## src/rtl/core/lif_pkg.sv

```systemverilog
package lif_pkg;

  localparam int ACC_W  = 40;
  localparam int PROD_W = 24;
  localparam int MEM_W  = 32;
  localparam int POT_W  = 16;
  localparam int GAIN_W = 16;
  localparam int STEP_W = 4;
  localparam int THR_W  = 15;
  localparam int IDX_W  = 3;

  localparam logic [IDX_W-1:0] CFG_STEP_COUNT      = 3'd0;
  localparam logic [IDX_W-1:0] CFG_DECAY_GAIN      = 3'd1;
  localparam logic [IDX_W-1:0] CFG_FIRE_THRESHOLD  = 3'd2;
  localparam logic [IDX_W-1:0] CFG_CURRENT_SCALE   = 3'd3;
  localparam logic [IDX_W-1:0] CFG_STEP_RECIPROCAL = 3'd4;

  typedef struct packed {
    logic [STEP_W-1:0] step_count;
    logic [GAIN_W-1:0] decay_gain;
    logic [THR_W-1:0]  fire_threshold;
    logic [GAIN_W-1:0] current_scale;
    logic [GAIN_W-1:0] step_reciprocal;
  } cfg_t;

  typedef enum logic [2:0] {
    B_IDLE,
    B_CUR_MUL,
    B_CUR_RND,
    B_STEP_MUL,
    B_STEP_ADD,
    B_OUT_MUL,
    B_OUT_RND,
    B_PUSH
  } back_state_t;

endpackage

```

## src/rtl/core/lif_fifo.sv

```systemverilog
module lif_fifo #(
  parameter int WIDTH = 40,
  parameter int DEPTH = 4
) (
  input  logic             clk,
  input  logic             rst_n,
  input  logic             push,
  input  logic [WIDTH-1:0] wr_data,
  input  logic             pop,
  output logic [WIDTH-1:0] rd_data,
  output logic             full,
  output logic             empty
);

  localparam int PW = (DEPTH > 1) ? $clog2(DEPTH) : 1;
  localparam int CW = $clog2(DEPTH + 1);

  logic [WIDTH-1:0] mem_r [DEPTH];
  logic [PW-1:0]    wr_ptr_r, wr_ptr_nxt;
  logic [PW-1:0]    rd_ptr_r, rd_ptr_nxt;
  logic [CW-1:0]    count_r, count_nxt;
  logic             do_push, do_pop;

  assign full    = (count_r == CW'(DEPTH));
  assign empty   = (count_r == '0);
  assign do_push = push && !full;
  assign do_pop  = pop && !empty;
  assign rd_data = mem_r[rd_ptr_r];

  always_comb begin
    wr_ptr_nxt = wr_ptr_r;
    rd_ptr_nxt = rd_ptr_r;
    count_nxt  = count_r;
    if (do_push) begin
      wr_ptr_nxt = (wr_ptr_r == PW'(DEPTH - 1)) ? '0 : wr_ptr_r + 1'b1;
    end
    if (do_pop) begin
      rd_ptr_nxt = (rd_ptr_r == PW'(DEPTH - 1)) ? '0 : rd_ptr_r + 1'b1;
    end
    if (do_push && !do_pop) begin
      count_nxt = count_r + 1'b1;
    end else if (do_pop && !do_push) begin
      count_nxt = count_r - 1'b1;
    end
  end

  always_ff @(posedge clk) begin
    if (!rst_n) begin
      wr_ptr_r <= '0;
      rd_ptr_r <= '0;
      count_r  <= '0;
    end else begin
      wr_ptr_r <= wr_ptr_nxt;
      rd_ptr_r <= rd_ptr_nxt;
      count_r  <= count_nxt;
    end
  end

  always_ff @(posedge clk) begin
    if (do_push) begin
      mem_r[wr_ptr_r] <= wr_data;
    end
  end

endmodule

```

## src/rtl/core/lif_front.sv

```systemverilog
module lif_front (
  input  logic                              clk,
  input  logic                              rst_n,
  input  logic                              in_push,
  output logic                              in_full,
  input  logic signed [7:0]                 in_weight,
  input  logic signed [15:0]                in_activation,
  input  logic                              in_last,
  input  logic                              q_full,
  output logic                              q_push,
  output logic signed [lif_pkg::ACC_W-1:0]  q_data
);

  logic                                s1_valid_r, s1_valid_nxt;
  logic                                s1_last_r;
  logic signed [lif_pkg::PROD_W-1:0]   s1_prod_r;
  logic signed [lif_pkg::PROD_W-1:0]   prod;
  logic signed [lif_pkg::ACC_W-1:0]    acc_r, acc_nxt;
  logic signed [lif_pkg::ACC_W:0]      sum;
  logic signed [lif_pkg::ACC_W-1:0]    acc_sat;
  logic                                s1_go, s1_load;

  assign prod = in_weight * in_activation;

  // A last element must find room in the sum queue before it can retire.
  assign s1_go   = s1_valid_r && !(s1_last_r && q_full);
  assign in_full = s1_valid_r && !s1_go;
  assign s1_load = in_push && !in_full;

  assign sum = {acc_r[lif_pkg::ACC_W-1], acc_r} + (lif_pkg::ACC_W + 1)'(s1_prod_r);

  always_comb begin
    if (sum[lif_pkg::ACC_W] != sum[lif_pkg::ACC_W-1]) begin
      acc_sat = sum[lif_pkg::ACC_W] ? {1'b1, {(lif_pkg::ACC_W-1){1'b0}}}
                                    : {1'b0, {(lif_pkg::ACC_W-1){1'b1}}};
    end else begin
      acc_sat = sum[lif_pkg::ACC_W-1:0];
    end
  end

  assign q_push = s1_go && s1_last_r;
  assign q_data = acc_sat;

  always_comb begin
    s1_valid_nxt = s1_valid_r;
    acc_nxt      = acc_r;
    if (s1_go) begin
      s1_valid_nxt = 1'b0;
      acc_nxt      = s1_last_r ? '0 : acc_sat;
    end
    if (s1_load) begin
      s1_valid_nxt = 1'b1;
    end
  end

  always_ff @(posedge clk) begin
    if (!rst_n) begin
      s1_valid_r <= 1'b0;
      acc_r      <= '0;
    end else begin
      s1_valid_r <= s1_valid_nxt;
      acc_r      <= acc_nxt;
    end
  end

  always_ff @(posedge clk) begin
    if (s1_load) begin
      s1_prod_r <= prod;
      s1_last_r <= in_last;
    end
  end

endmodule

```

## src/rtl/core/lif_back.sv

```systemverilog
module lif_back (
  input  logic                              clk,
  input  logic                              rst_n,
  input  lif_pkg::cfg_t                     cfg,
  input  logic                              q_empty,
  input  logic signed [lif_pkg::ACC_W-1:0]  q_data,
  output logic                              q_pop,
  input  logic                              res_full,
  output logic                              res_push,
  output logic [lif_pkg::POT_W:0]           res_data
);

  localparam int PW = lif_pkg::ACC_W + lif_pkg::GAIN_W + 1;
  localparam int RW = PW - 16;

  lif_pkg::back_state_t state_r, state_nxt;

  logic signed [lif_pkg::ACC_W-1:0]  acc_r;
  logic signed [lif_pkg::MEM_W-1:0]  cur_r;
  logic signed [lif_pkg::MEM_W-1:0]  v_r;
  logic [lif_pkg::STEP_W-1:0]        cnt_r;
  logic signed [PW-1:0]              prod_r;
  logic signed [lif_pkg::POT_W-1:0]  pot_r;
  logic                              sat_r;

  logic signed [lif_pkg::ACC_W-1:0]  mul_a;
  logic [lif_pkg::GAIN_W-1:0]        mul_b;
  logic signed [PW-1:0]              mul_p;
  logic signed [PW-1:0]              prod_bias;
  logic signed [RW-1:0]              rnd;
  logic signed [RW:0]                step_sum;
  logic signed [lif_pkg::MEM_W-1:0]  cur_val;
  logic signed [lif_pkg::MEM_W-1:0]  step_val;
  logic signed [lif_pkg::MEM_W-1:0]  step_next;
  logic signed [lif_pkg::POT_W-1:0]  pot_val;
  logic                              pot_sat;
  logic                              last_step;

  function automatic logic signed [lif_pkg::MEM_W-1:0] sat32(input logic signed [RW:0] x);
    logic signed [RW:0] hi;
    logic signed [RW:0] lo;
    hi = (RW + 1)'({1'b0, {(lif_pkg::MEM_W-1){1'b1}}});
    lo = -hi - 1'b1;
    if (x > hi) begin
      return {1'b0, {(lif_pkg::MEM_W-1){1'b1}}};
    end else if (x < lo) begin
      return {1'b1, {(lif_pkg::MEM_W-1){1'b0}}};
    end else begin
      return x[lif_pkg::MEM_W-1:0];
    end
  endfunction

  // One shared signed-by-unsigned multiplier serves every gain.
  assign mul_p     = mul_a * $signed({1'b0, mul_b});
  // Taking the upper bits of the biased product is a floor division by 2^16.
  assign prod_bias = prod_r + PW'(32768);
  assign rnd       = prod_bias[PW-1:16];

  assign cur_val   = sat32({rnd[RW-1], rnd});
  assign step_sum  = {rnd[RW-1], rnd} + (RW + 1)'(cur_r);
  assign step_val  = sat32(step_sum);
  assign step_next = (step_val >= $signed({{(lif_pkg::MEM_W-lif_pkg::THR_W){1'b0}},
                                           cfg.fire_threshold})) ? '0 : step_val;
  assign last_step = (cnt_r == cfg.step_count - 1'b1);

  always_comb begin
    pot_sat = 1'b1;
    if (rnd > RW'(32767)) begin
      pot_val = 16'sh7fff;
    end else if (rnd < -RW'(32768)) begin
      pot_val = 16'sh8000;
    end else begin
      pot_val = rnd[lif_pkg::POT_W-1:0];
      pot_sat = 1'b0;
    end
  end

  always_comb begin
    state_nxt = state_r;
    case (state_r)
      lif_pkg::B_IDLE:     if (!q_empty) state_nxt = lif_pkg::B_CUR_MUL;
      lif_pkg::B_CUR_MUL:  state_nxt = lif_pkg::B_CUR_RND;
      lif_pkg::B_CUR_RND: begin
        state_nxt = (cfg.step_count == '0) ? lif_pkg::B_OUT_MUL : lif_pkg::B_STEP_MUL;
      end
      lif_pkg::B_STEP_MUL: state_nxt = lif_pkg::B_STEP_ADD;
      lif_pkg::B_STEP_ADD: begin
        state_nxt = last_step ? lif_pkg::B_OUT_MUL : lif_pkg::B_STEP_MUL;
      end
      lif_pkg::B_OUT_MUL:  state_nxt = lif_pkg::B_OUT_RND;
      lif_pkg::B_OUT_RND:  state_nxt = lif_pkg::B_PUSH;
      lif_pkg::B_PUSH:     if (!res_full) state_nxt = lif_pkg::B_IDLE;
      default:             state_nxt = lif_pkg::B_IDLE;
    endcase
  end

  always_comb begin
    q_pop    = 1'b0;
    res_push = 1'b0;
    mul_a    = acc_r;
    mul_b    = cfg.current_scale;
    case (state_r)
      lif_pkg::B_IDLE:     q_pop = !q_empty;
      lif_pkg::B_STEP_MUL: begin
        mul_a = lif_pkg::ACC_W'(v_r);
        mul_b = cfg.decay_gain;
      end
      lif_pkg::B_OUT_MUL: begin
        mul_a = lif_pkg::ACC_W'(v_r);
        mul_b = cfg.step_reciprocal;
      end
      lif_pkg::B_PUSH:     res_push = !res_full;
      default: begin
        mul_a = acc_r;
        mul_b = cfg.current_scale;
      end
    endcase
  end

  assign res_data = {sat_r, pot_r};

  always_ff @(posedge clk) begin
    if (!rst_n) begin
      state_r <= lif_pkg::B_IDLE;
    end else begin
      state_r <= state_nxt;
    end
  end

  always_ff @(posedge clk) begin
    prod_r <= mul_p;
    case (state_r)
      lif_pkg::B_IDLE:     acc_r <= q_data;
      lif_pkg::B_CUR_RND: begin
        cur_r <= cur_val;
        v_r   <= '0;
        cnt_r <= '0;
      end
      lif_pkg::B_STEP_ADD: begin
        v_r   <= step_next;
        cnt_r <= cnt_r + 1'b1;
      end
      lif_pkg::B_OUT_RND: begin
        pot_r <= pot_val;
        sat_r <= pot_sat;
      end
      default: ;
    endcase
  end

endmodule

```

## src/rtl/core/lif_neuron_dot_accumulate.sv

```systemverilog
// Leaky integrate-and-fire neuron with a streamed dot product. The front part
// takes one weight/activation pair per cycle, multiplies it and adds it into a
// saturating 40-bit sum; the element marked last sends the sum into a small
// queue and clears it. The back part then runs each queued sum through one
// shared multiplier: current scaling, step_count leak/integrate steps with the
// fire-threshold reset, and the final reciprocal scaling to a saturated Q4.12
// potential. The back part takes a new sum only once the last result is
// pushed, and each step is a multiply state then an add state; the front
// part stalls only when QUEUE_DEPTH neuron sums are waiting. Results wait
// in a RESULT_DEPTH entry queue until popped.
module lif_neuron_dot_accumulate #(
  parameter int QUEUE_DEPTH  = 4,
  parameter int RESULT_DEPTH = 2
) (
  input  logic                              clk,
  input  logic                              rst_n,
  input  logic                              in_push,
  output logic                              in_full,
  input  logic signed [7:0]                 in_weight,
  input  logic signed [15:0]                in_activation,
  input  logic                              in_last,
  output logic                              out_empty,
  input  logic                              out_pop,
  output logic signed [15:0]                out_potential,
  output logic                              out_saturated,
  input  logic                              cfg_valid,
  output logic                              cfg_ready,
  input  logic [lif_pkg::IDX_W-1:0]         cfg_index,
  input  logic [15:0]                       cfg_data
);

  lif_pkg::cfg_t                      cfg_r, cfg_nxt;
  logic                               q_push, q_pop, q_full, q_empty;
  logic signed [lif_pkg::ACC_W-1:0]   q_wr_data;
  logic [lif_pkg::ACC_W-1:0]          q_rd_data;
  logic                               res_push, res_full;
  logic [lif_pkg::POT_W:0]            res_wr_data, res_rd_data;

  assign cfg_ready = 1'b1;

  always_comb begin
    cfg_nxt = cfg_r;
    if (cfg_valid && cfg_ready) begin
      case (cfg_index)
        lif_pkg::CFG_STEP_COUNT:      cfg_nxt.step_count = cfg_data[lif_pkg::STEP_W-1:0];
        lif_pkg::CFG_DECAY_GAIN:      cfg_nxt.decay_gain = cfg_data;
        lif_pkg::CFG_FIRE_THRESHOLD:  cfg_nxt.fire_threshold = cfg_data[lif_pkg::THR_W-1:0];
        lif_pkg::CFG_CURRENT_SCALE:   cfg_nxt.current_scale = cfg_data;
        lif_pkg::CFG_STEP_RECIPROCAL: cfg_nxt.step_reciprocal = cfg_data;
        default: ;
      endcase
    end
  end

  always_ff @(posedge clk) begin
    if (!rst_n) begin
      cfg_r.step_count      <= 4'd3;
      cfg_r.decay_gain      <= 16'd52429;
      cfg_r.fire_threshold  <= 15'd2048;
      cfg_r.current_scale   <= 16'd655;
      cfg_r.step_reciprocal <= 16'd21845;
    end else begin
      cfg_r <= cfg_nxt;
    end
  end

  lif_front u_front (
    .clk           (clk),
    .rst_n         (rst_n),
    .in_push       (in_push),
    .in_full       (in_full),
    .in_weight     (in_weight),
    .in_activation (in_activation),
    .in_last       (in_last),
    .q_full        (q_full),
    .q_push        (q_push),
    .q_data        (q_wr_data)
  );

  lif_fifo #(
    .WIDTH (lif_pkg::ACC_W),
    .DEPTH (QUEUE_DEPTH)
  ) u_sum_queue (
    .clk     (clk),
    .rst_n   (rst_n),
    .push    (q_push),
    .wr_data (q_wr_data),
    .pop     (q_pop),
    .rd_data (q_rd_data),
    .full    (q_full),
    .empty   (q_empty)
  );

  lif_back u_back (
    .clk      (clk),
    .rst_n    (rst_n),
    .cfg      (cfg_r),
    .q_empty  (q_empty),
    .q_data   ($signed(q_rd_data)),
    .q_pop    (q_pop),
    .res_full (res_full),
    .res_push (res_push),
    .res_data (res_wr_data)
  );

  lif_fifo #(
    .WIDTH (lif_pkg::POT_W + 1),
    .DEPTH (RESULT_DEPTH)
  ) u_result_queue (
    .clk     (clk),
    .rst_n   (rst_n),
    .push    (res_push),
    .wr_data (res_wr_data),
    .pop     (out_pop),
    .rd_data (res_rd_data),
    .full    (res_full),
    .empty   (out_empty)
  );

  assign out_potential = $signed(res_rd_data[lif_pkg::POT_W-1:0]);
  assign out_saturated = res_rd_data[lif_pkg::POT_W];

endmodule
```

## config.mk

```make
export PLATFORM = sky130hd
export DESIGN_NAME = lif_neuron_dot_accumulate
export DESIGN_NICKNAME = d
export VERILOG_FILES = /design/src/rtl/core/lif_pkg.sv /design/src/rtl/core/lif_fifo.sv /design/src/rtl/core/lif_front.sv /design/src/rtl/core/lif_back.sv /design/src/rtl/core/lif_neuron_dot_accumulate.sv
export SDC_FILE = /design/constraint.sdc
export NUM_CORES = 2
export LEC_CHECK = 0
export ABC_AREA = 1
export ABC_CLOCK_PERIOD_IN_PS = 7300
export BUFFER_PORTS_ARGS = -buffer_cell sky130_fd_sc_hd__buf_2
export CORE_ASPECT_RATIO = 1.25
export CORE_MARGIN = 2
export CORE_UTILIZATION = 35
export DETAILED_ROUTE_END_ITERATION = 8
export GPL_ROUTABILITY_DRIVEN = 0
export PLACE_DENSITY_LB_ADDON = 0.15
export SLEW_MARGIN = 10
export SYNTH_ARGS = -nofsm -noshare
export SYNTH_HDL_FRONTEND = slang
export SYNTH_HIERARCHICAL = 1
export SYNTH_SLANG_ARGS = --single-unit
```

## constraint.sdc

```tcl
create_clock -name clk -period 7.3 [get_ports clk]
set_clock_uncertainty 0.1 [all_clocks]
set_input_delay 0.73 -clock clk [delete_from_list [all_inputs] [get_ports clk]]
set_output_delay 0.73 -clock clk [all_outputs]
set_load 0.02 [all_outputs]
```

==> results.cfg <==
[status]
outcome = complete, no violations

[yosys]
seq_area_frac_synth = 0.252
synth_cell_type_count = 69
syn_nets = 7691
synthCells = 6646
netlist.area_leader.share = 0.260
synth_edf_count = 344
async_reset_ff_frac = 0
yosysWarningCount = 6
syn-cell-area_sq_um = 54300
synth_area_leaders = fa_1 26%, edfxtp_1 19%, nand2_1 11%
synth_top_area_cell = fa_1
synthFlopType = edfxtp_1
ys_ff_latch = 511
synth_area_per_cell_sq_um = 8.18

[sta]
hold_viol_final = 0
maxSlewHeadroom = 0.324
finalCritPeriodShare = 0.982
setup_viol = 0
slew_violations = 0
max_freq_mhz = 139
worst_pin_slew_ns = 1.01
rsz0062_at_grt = yes
fin_crit_ns = 7.17
timing.final.ws_setup_ns = 0.128

[floorplan]
rows = 161
die_x_um = 356
die_height_um = 445
dieArea_sq_um = 158000
io_pins = 69
initial_utilization = 0.353
coreArea_sq_um = 154000

[clocking]
cts_tree = done
clk_latency_ns = 0.66
h-tree-depth = 2
clkSinkCount = 511
clockRootBuffer = clkbuf_16
clk_path_buf_depth = 3
numCtsBuffers = 53
clk_pin_slew_ns = 0.07

[cells_and_area]
fill_cells = 15700
multi_input_area_sq_um = 35100
final_area_sq_um = 63600
layout_common_cells = 1,585 x nand2_1, 1,368 x inv_1, 701 x fa_1
area_growth_pct = 17.0
layout.nets = 8114
drive_gt1_frac = 0.146
instances_no_fill = 9150
mostFrequentLayoutCell = nand2_1
register_area_sq_um = 13700

[worst_setup_path]
path_buf_inv = 9
arrival_ns = 7.65
r2r_cells = 33
cp-end-kind = flip-flop
crit_family = adder cells
crit_type = flip-flop to flip-flop
max_stage_delay_ns = 0.54
required_ns = 7.78
cp_common_cell = fa_1
cp_slowest_cell = fa_1
cp_max_fo = 10
worst-path-stages = 33
startpoint_type = flip-flop

[drt]
vias = 43600
drc = 0
drtAntennaViolNets = 0
via_per_inst = 4.76
drtPass1Iterations = 7
first_iter_violations = 2223
avgRoutedWirePerCell_um = 18.8
finalWirelength_um = 172000

[global_route]
grt_pass1_wl_um = 267000
track_usage = 0.219
first_global_vias = 46700
antenna_found_initial = 3
grt_max_degree = 81
grt_remaining_overflow = 0

[placement]
place_inst = 9018
place_area_sq_um = 60500
io_buffers = 67
dp_slack_ns = -0.761
hpwl_um = 143000

[worst_hold_path]
hold_path_depth = 1
hold_path.class = input port to flip-flop

[run]
maxCapViolations = 0
[what timing repair did]
action | CTS | global route
gates resized for setup | 81 | 152
pin swaps | 11 | 62
buffers inserted | 7 | 23
endpoints found under the setup margin | 32 | 24
cloned | 1 | 3
hold buffers | 0 | 0
[cell usage after synthesis, types with 10 or more instances]
library cell  count
buf_2            27
o21ai_2          14
o21ai_1          45
nand2_1        1603
nand4_1          48
nor3_1           46
clkbuf_1        142
nand3b_1         10
fa_1            705
nor2_2           47
a21oi_2          15
a31oi_1          20
nor4_1           15
ha_1            291
nor2_1          677
nand3_1         180
xor2_1          107
a21o_1           16
mux2_4           10
inv_2            19
o22ai_1          40
xnor2_1          63
nand2_4          11
buf_6            18
a21oi_1         217
dfxtp_1         167
o21ai_0         164
o21bai_1         22
edfxtp_1        344
o21a_1           13
nand2_2          41
buf_1            10
inv_1          1387
[per-stage QoR]
step | utilization | TNS [ns] | hold slack (ns)
floorplan | - | 0 | 0.321
global placement | 0.393 | -9.12 | 0.324
detailed placement | 0.393 | -11.20 | 0.337
CTS | 0.407 | 0 | 0.112
global route | 0.413 | -0.305 | 0.138
finish | 0.413 | 0 | 0.157
[state kept, by name (all words and copies together) (netlist names), 2 cells and up, named ones only]
signal / count
u_back/cnt_r: 4
u_back/state_r: 3
cfg_r: 67
u_sum_queue/mem_r: 160
u_back/prod_r: 42
u_result_queue/count_r: 2
u_front/acc_r: 40
u_result_queue/mem_r: 34
u_front/s1_prod_r: 24
u_back/pot_r: 16
u_back/cur_r: 32
u_sum_queue/wr_ptr_r: 2
u_back/acc_r: 40
u_back/v_r: 32
u_sum_queue/count_r: 3
u_sum_queue/rd_ptr_r: 2
[cells by family (layout without fill, tap and decap cells)]
| logic type | after synthesis | after routing | synth area share |
|---|---|---|---|
| compound gates | 602 | 602 | 0.0636 |
| other cells | 1 | 2 | 0.0000690 |
| xor+xnor | 172 | 172 | 0.0282 |
| mux | 17 | 17 | 0.00421 |
| fa+ha+maj | 996 | 996 | 0.327 |
| simple gates | 2716 | 2716 | 0.206 |
| buf+inv | 1631 | 2097 | 0.119 |
| flops | 511 | 511 | 0.252 |
[metal layers]
metal | up-vias | part of all wire | GRT usage
met5 | - | 0.00010 | 0
met4 | 2 | 0.051 | 0.0948
met3 | 324 | 0.028 | 0.0149
met2 | 863 | 0.54 | 0.419
met1 | 21300 | 0.38 | 0.246
li1 | 21100 | - | -
[path summary, 6_finish.rpt]
| path | from | slack (ns) | end |
|---|---|---|---|
| max | u_back/state_r[0] | 0.13 | u_back/prod_r[54] |
| min | in_last | 0.16 | u_front/s1_last_r |
| max reg2reg | u_back/state_r[0] | 0.13 | u_back/prod_r[54] |
| min reg2reg | u_back/sat_r | 0.35 | u_result_queue/mem_r[0][16] |
[layout make-up]
class,count,area share
Inverter,1413,0.0842
Clock buffer,61,0.0216
Tap cell,2037,0.0401
Clock inverter,37,0.00683
Timing Repair Buffer,586,0.0800
Sequential cell,511,0.215
Multi-Input combinational cell,4504,0.552
Antenna cell,1,0.0000394
Power is not shown: default switching activity piles up to over one toggle a cycle in this logic, so the estimate is an artifact.
